## config.mk

```make
export PLATFORM = sky130hd
export DESIGN_NAME = drpm_page_alu
export DESIGN_NICKNAME = d
export VERILOG_FILES = /design/src/sv/drpm_page_alu.sv
export SDC_FILE = /design/constraint.sdc
export NUM_CORES = 1
export LEC_CHECK = 0
export BUFFER_PORTS_ARGS = -buffer_cell sky130_fd_sc_hd__buf_4
export CAP_MARGIN = 10
export CORE_MARGIN = 4
export CORE_UTILIZATION = 47
export DETAILED_ROUTE_END_ITERATION = 7
export PLACE_DENSITY = 0.95
export SETUP_SLACK_MARGIN = 0.15
export SLEW_MARGIN = 20
export SYNTH_ARGS = -nofsm -noshare
export SYNTH_HDL_FRONTEND = slang
export SYNTH_SLANG_ARGS = --single-unit
```

## constraint.sdc

```tcl
create_clock -name vclk -period 2.65
set_input_delay 0 -clock vclk [all_inputs]
set_output_delay 0 -clock vclk [all_outputs]
set_load 0.02 [all_outputs]
```

## src/sv/drpm_page_alu.sv

```systemverilog
// Shared page-number incrementer, limit compare and slot counter step.
`default_nettype none

module drpm_page_alu #(
    parameter int PHYS_W = 43,
    parameter int CNT_W  = 9
) (
    input  wire logic [PHYS_W-1:0] phys_i,
    input  wire logic [PHYS_W-1:0] limit_i,
    input  wire logic [CNT_W-1:0]  cnt_i,
    output logic      [PHYS_W-1:0] phys_inc_o,
    output logic                   phys_le_o,
    output logic      [CNT_W-1:0]  cnt_inc_o
);

    // Advance the page number and the slot count, test against the last page
    assign phys_inc_o = phys_i + PHYS_W'(1);
    assign phys_le_o  = (phys_i <= limit_i);
    assign cnt_inc_o  = cnt_i + CNT_W'(1);

endmodule

`default_nettype wire

```

## Yosys cells after proc, flatten, opt, wreduce, memory -nomap -nowiden

Index checks and enable logic that the tools add are counted.

| operators by class | value |
|---|---|
| add/subtract/negate cells | 2 |
| magnitude comparators | 1 |

Operators with widths:

| cell | count |
|---|---|
| $add 43x1->43 const B | 1 |
| $le 43x43->1 | 1 |
| $add 9x1->9 const B | 1 |

| word-level totals | value |
|---|---|
| register bits | 0 |
| input bits | 95 |
| output and inout bits | 53 |
| logic and storage cells | 3 |

## Longest topological paths before layout

Gate-level depths: netlist of the first run.

| logic depth | value |
|---|---|
| depth after elaboration | 1 |
| depth in mapped cells | 8 |
| depth with buffers taken out | 8 |

## Least setup slack after synthesis of the first run

Ideal clock, no wire load.

| timing path | value |
|---|---|
| kind | input port to output port |
| start | in limit_i[41] |
| end | out phys_le_o |
| data arrival time | 1579 ps |
| data required time | 2650 ps |
| slack | 1071 ps |
| stages | 7 |
| buffers on the path | 0 |
| path through | inv_1 > ha_1 > nand4_2 > nor4_2 > nand2_1 > or4_1 > o21ai_0 |

| on the way | value |
|---|---|
| longest elaborated chain between the ends | 1 |

Ends and longest elaborated chain:

| what | RTL line | source |
|---|---|---|
| from (decl) | 9 | `input wire logic [PHYS_W-1:0] limit_i,` |
| $le 43x43->1 | 18 | `assign phys_le_o = (phys_i <= limit_i);` |
| to (decl) | 12 | `output logic phys_le_o,` |

Every way passes these cells.

## Worst setup path after layout of the first run

| timing path | value |
|---|---|
| start | in phys_i[38] |
| end | out phys_le_o |

| on the way | value |
|---|---|
| longest elaborated chain between the ends | 1 |

Ends and longest elaborated chain:

| what | RTL line | source |
|---|---|---|
| from (decl) | 8 | `input wire logic [PHYS_W-1:0] phys_i,` |
| $le 43x43->1 | 18 |  |

Every way passes these cells.

==> results of run 1 <==
[critical path, stage by stage]
cell and delay (ns):
buf_4 0.13, ha_1 0.32, nand4_1 0.17, nor4_2 0.31, nand2_1 0.10, or4_1 0.52
o21ai_0 0.11, buf_4 0.18
[through the flow]
stage          power [mW]  utilization, %  cells  cell area, sq um
5_1_grt             0.547            78.4    483              3180
4_1_cts             0.500            78.4    483              3180
3_5_place_dp        0.498            78.4    483              3180
2_1_floorplan       0.236               -    286              2010
3_3_place_gp        0.483            78.4    483              3180
6_report            0.500            78.4    483              3180
[synth_stat cells (all sizes together)]
cell	number	area, sq um
xor2	6	52.6
nand3b	1	7.51
a21oi	16	80.1
ha	45	563
nor4	3	31.3
and2	5	32.5
clkbuf	1	3.75
and3	13	81.3
inv	46	173
a221oi	2	17.5
and4	4	36.3
a221o	1	10.0
or4	1	7.51
a21o	3	22.5
a2111oi	1	8.76
nand3	31	155
xnor2	42	368
o21ai	6	30.0
nand4	21	144
nor2	8	40.0
a211oi	1	7.51
nor3	5	36.3
o211a	1	10.0
nand2	23	93.8
[worst max path at each step]
| stage | from | to | slack, ns | depth (start not counted) |
|---|---|---|---|---|
| 6_report | phys_i[38] | phys_le_o | 0.81 | 8 |
| 5_1_grt | phys_i[38] | phys_le_o | 0.58 | 8 |
| 4_1_cts | phys_i[41] | phys_le_o | 0.82 | 8 |
| 3_5_place_dp | phys_i[41] | phys_le_o | 0.83 | 8 |
| 3_3_place_gp | phys_i[41] | phys_le_o | 0.85 | 8 |
| 2_1_floorplan | limit_i[41] | phys_le_o | 1.07 | 7 |
[kinds of logic after synthesis]
logic type | after synthesis | share of synthesized area [%]
buffers and inverters | 47 | 8.77
adders and majority gates | 45 | 28.0
AOI/OAI and AO/OA | 31 | 9.27
and+or+nand+nor | 115 | 33.1
xor gates and xnor gates | 48 | 20.9
[layer usage]
layer	track usage, %	routed length (um)
met3	2.60	483
met1	27.1	2540
met2	49.8	3800
met5	0	0
met4	7.04	167
[report_power, final]
part,total (mW),switching [mW],internal [mW]
logic,0.500,0.250,0.249
clock network,0,0,0
registers,0,0,0
[area by class of cell]
type	instances	area [sq um]	share of cell area, %
Multi-Input combinational cell	239	1840	57.7
Tap cell	50	62.6	1.97
Inverter	46	173	5.43
Timing Repair Buffer	148	1110	34.9
==> results.md, run 1 <==
- Status: finished, final reports clean
- Hold Crit Endpoint: cnt_inc_o[8]
- Fill cells: ~340
- Hold WC Path Type: in -> out
- RSZ-0062 raised after global routing: no
- Max transition margin: roughly 62%
- Diodes inserted: 0
- Post-synthesis sequential area ratio: 0%
- Core box area: around 4000 sq um
- Crit end category: output pin
- Most frequent cells in the layout: 148 x buf_4, 46 x inv_1, 45 x ha_1
- WS Path Type: in -> out
- Drc violations: 0
- Fin. Hold Viols: 0
- Placement Setup Slack: ~0.83 ns
- WP data arrival: ~1.8 ns
- Setup bufs post-CTS: 0
- Area Overhead vs Synth: 58.1%
- Layout cells sized above 1: 36.5%
- Antenna violations before repair: 0
- Final Routed Wirelength: 6990 um
- Fin crit period: 1.84 ns
- Starting density of the core: 49.6%
- Maximum VDD drop: about 0.11 mV
- FF/Latch Area: 0 sq um
- DR vias: 2,634
- 1st-iter DRT viols: 63
- Post-CTS Resized: 0
- Syn Nets: between 400 and 500
- Average wire per standard cell: 14.5 um
- Final period utilization: between 60% and 70%
- # rows: 23
- Commonest non-fill, non-tap cell in the layout: buf_4
- Setup tns final: 0 ns
- Clkbuf count: 0
- Yosys cell types: 32
- Hold_sp: cnt_i[8]
- First-pass GRT wire length: around 11,000 um
- Leakage: 1.73 nW
- Endpoints failing setup: 0
- Fin. max-slew vios: 0
- Num sequential: 0
- Grt ovf: 0
- Synth warn: 0
- # IOs: around 150
- Mapped Cells: approximately 290
- Required time worst endpoint: 2.65 ns
- Routed Antenna Nets: 0
- Worst slew pin tran: about 0.56 ns
- Buffers on Ports: 148
- Synthesized cell area: between 2000 and 2500 sq um
- Die Height: between 70 and 80 um
- Power Density: between 150 and 200 nW/um^2
- Drt first pass iters: 4
- DP HPWL: between 6000 and 7000 um
- Hold path depth: 3
- Worst-path fanout max: 5
- Crit path launch type: input port
- Gpl congestion: slightly above 0.9
- Final #Nets: between 500 and 600
- Hold_ws: ~0.29 ns
- Tot GR Track Use: 24.9%
- Hold Buf Count CTS: 0
- Number of global-route vias before repair: around 2,600
- Final setup margin: around 0.81 ns
- Syn Area/Cell: 7.03 sq um
- Maxcap violations: 0
- Max Freq: approximately 0.54 GHz
- Largest net degree at the start of global routing: 12
- Vias per cell: approximately 5.5
- Full die area: ~5400 sq um
- Die X: about 73 um
Power figures use the tool's default switching activity.
==> inputs of run 2 (changes only) <==
Settings changed: CORE_UTILIZATION 47 to 43, PLACE_DENSITY 0.95 to 0.91.
Clock period 2.65 ns to 1.7 ns, I/O delays scaled along.
==> run 2 against run 1 <==
Compared with the run above: the flow now finishes with violations (negative setup slack); worst setup slack worse by 0.91 ns; via count up 34%; utilization is 17 points higher; design area increased by 33%; sequential share of layout area unchanged; first-iteration DRC count grew to 5.5 times the previous value; worst hold slack better by 0.0028 ns; cell count grew 14%; global-route usage up 5.9 points; combinational power is 130% higher; non-clock buffer count increased by 65; critical path type unchanged; highest routed layer unchanged.
==> results.md, run 2 (same netlist as run 1, synthesis figures left out) <==
- Status: complete, but fails checks
- Failing checks: negative setup slack
- WP data arrival: between 1.5 and 2 ns
- Fin util: a little over nine tenths
- # rows: 24
- Maxcap violations: 0
- Routed Antenna Nets: 0
- Crit path launch type: input port
- Hold path depth: 3
- Clkbuf count: 0
- Num sequential: 0
- Number of global-route vias before repair: around 3,200
- Buffers on Ports: between 100 and 150
- Most frequent cells in the layout: 184 x buf_4, 38 x xnor2_1, 34 x inv_1
- Slowest stage delay, CP: 0.51 ns
- DP HPWL: about 7000 um
- Largest net degree at the start of global routing: 9
- Sw frac: just under 50%
- Max transition margin: roughly four fifths
- Fin. Hold Viols: 0
- Diodes inserted: 0
- Critical-path cell list: buf_4 > ha_1 > nand4_1 > nor4_4 > nand2_2 > or4_1 > o21ai_2 > buf_6
- Psw: approximately 0.56 mW
- Leakage: 2.11 nW
- Fin crit period: 1.81 ns
- Int Power: between 0.5 and 0.6 mW
- Worst slew pin tran: just over 0.3 ns
- Hold_sp: cnt_i[0]
- WS Path Type: in -> out
- Required time worst endpoint: ~1.7 ns
- Vias per cell: between 6 and 7
- Seq pwr share: 0%
- Full die area: 5840 sq um
- Maximum VDD drop: around 0.21 mV
- Fin. max-slew vios: 0
- Die Height: between 70 and 80 um
- Final period utilization: 106%
- Die X: around 76 um
- Slowest cell on crit path: or4_1
- 1st-iter DRT viols: 346
- Area Overhead vs Synth: 110%
- Buffers & Inverters on Critical Path: 2
- FF/Latch Area: 0 sq um
- Critical Path Start: phys_i[33]
- Crit end category: output pin
- Clk pwr share: 0%
- Final Routed Wirelength: 12,900 um
- Family with the most delay on the worst path: simple AND/OR/NAND/NOR gates
- Final setup margin: -0.106 ns
- First-pass GRT wire length: around 15,000 um
- Core box area: between 4000 and 5000 sq um
- Average wire per standard cell: between 20 and 25 um
- Gpl congestion: slightly below 0.9
- Tot GR Track Use: a little under a third
- Max Freq: approximately 0.55 GHz
- RSZ-0062 raised after global routing: yes
- Drt first pass iters: 5
- Hold Crit Endpoint: cnt_inc_o[0]
- Antenna violations before repair: 0
- Drc violations: 0
- Power Density: between 200 and 300 nW/um^2
- Worst-path fanout max: 2
- Layout cells sized above 1: 56.4%
- DR vias: 3,520
- Starting density of the core: 45.3%
- Combinational share of power: 100.0%
- Hold WC Path Type: in -> out
- Placement Setup Slack: -0.158 ns
- Grt ovf: 0
- # IOs: 148
- Final #Nets: between 600 and 700
- Endpoints failing setup: 1
- Commonest non-fill, non-tap cell in the layout: buf_4
-- run 2: layout make-up --
type                       count  area (sq um)
multi-input combinational    239          2260
timing repair buffer         213          1710
fill                         120           224
inverter                      46           183
tap                           52          65.1
-- run 2: repair_timing --
action                     in CTS  in global routing
setup endpoints to repair       6                 25
pin swaps                      25                 23
hold buffers                    0                  0
gates resized for setup        66                 39
buffers inserted                3                 15
-- run 2: layer usage --
layer	GRT usage, %	up-vias	share of wire, %
li1	-	1438	-
met1	29.6	1588	32
met2	62.7	347	49
met3	4.49	147	8.5
met4	14.7	0	10
met5	0	-	0
-- run 2: how the worst max path moves through the flow --
stage                     end  slack [ns]  cells after the start
floorplan           phys_le_o        0.21                      7
global placement    phys_le_o       -0.16                     10
detailed placement  phys_le_o       -0.16                     10
CTS                 phys_le_o        0.06                      9
global route        phys_le_o       -0.17                      9
finish              phys_le_o       -0.11                      8
-- run 2: per-stage QoR --
| step | cells | TNS, ns | hold slack (ns) | area [sq um] | total power [mW] |
|---|---|---|---|---|---|
| after floorplan | 286 | 0 | 0.0766 | 2020 | 0.370 |
| after global placement | 532 | -0.165 | 0.286 | 3540 | 0.838 |
| after detailed placement | 532 | -0.158 | 0.286 | 3540 | 0.874 |
| after CTS | 535 | 0 | 0.285 | 3920 | 0.970 |
| after global routing | 550 | -0.201 | 0.303 | 4220 | 1.19 |
| final | 550 | -0.106 | 0.294 | 4220 | 1.13 |
-- run 2: power by group through the flow --
stage	Combinational, mW	Sequential [mW]	Clock, mW
4_1_cts	0.970	0	0
3_5_place_dp	0.874	0	0
6_report	1.13	0	0
3_3_place_gp	0.838	0	0
2_1_floorplan	0.370	0	0
5_1_grt	1.19	0	0
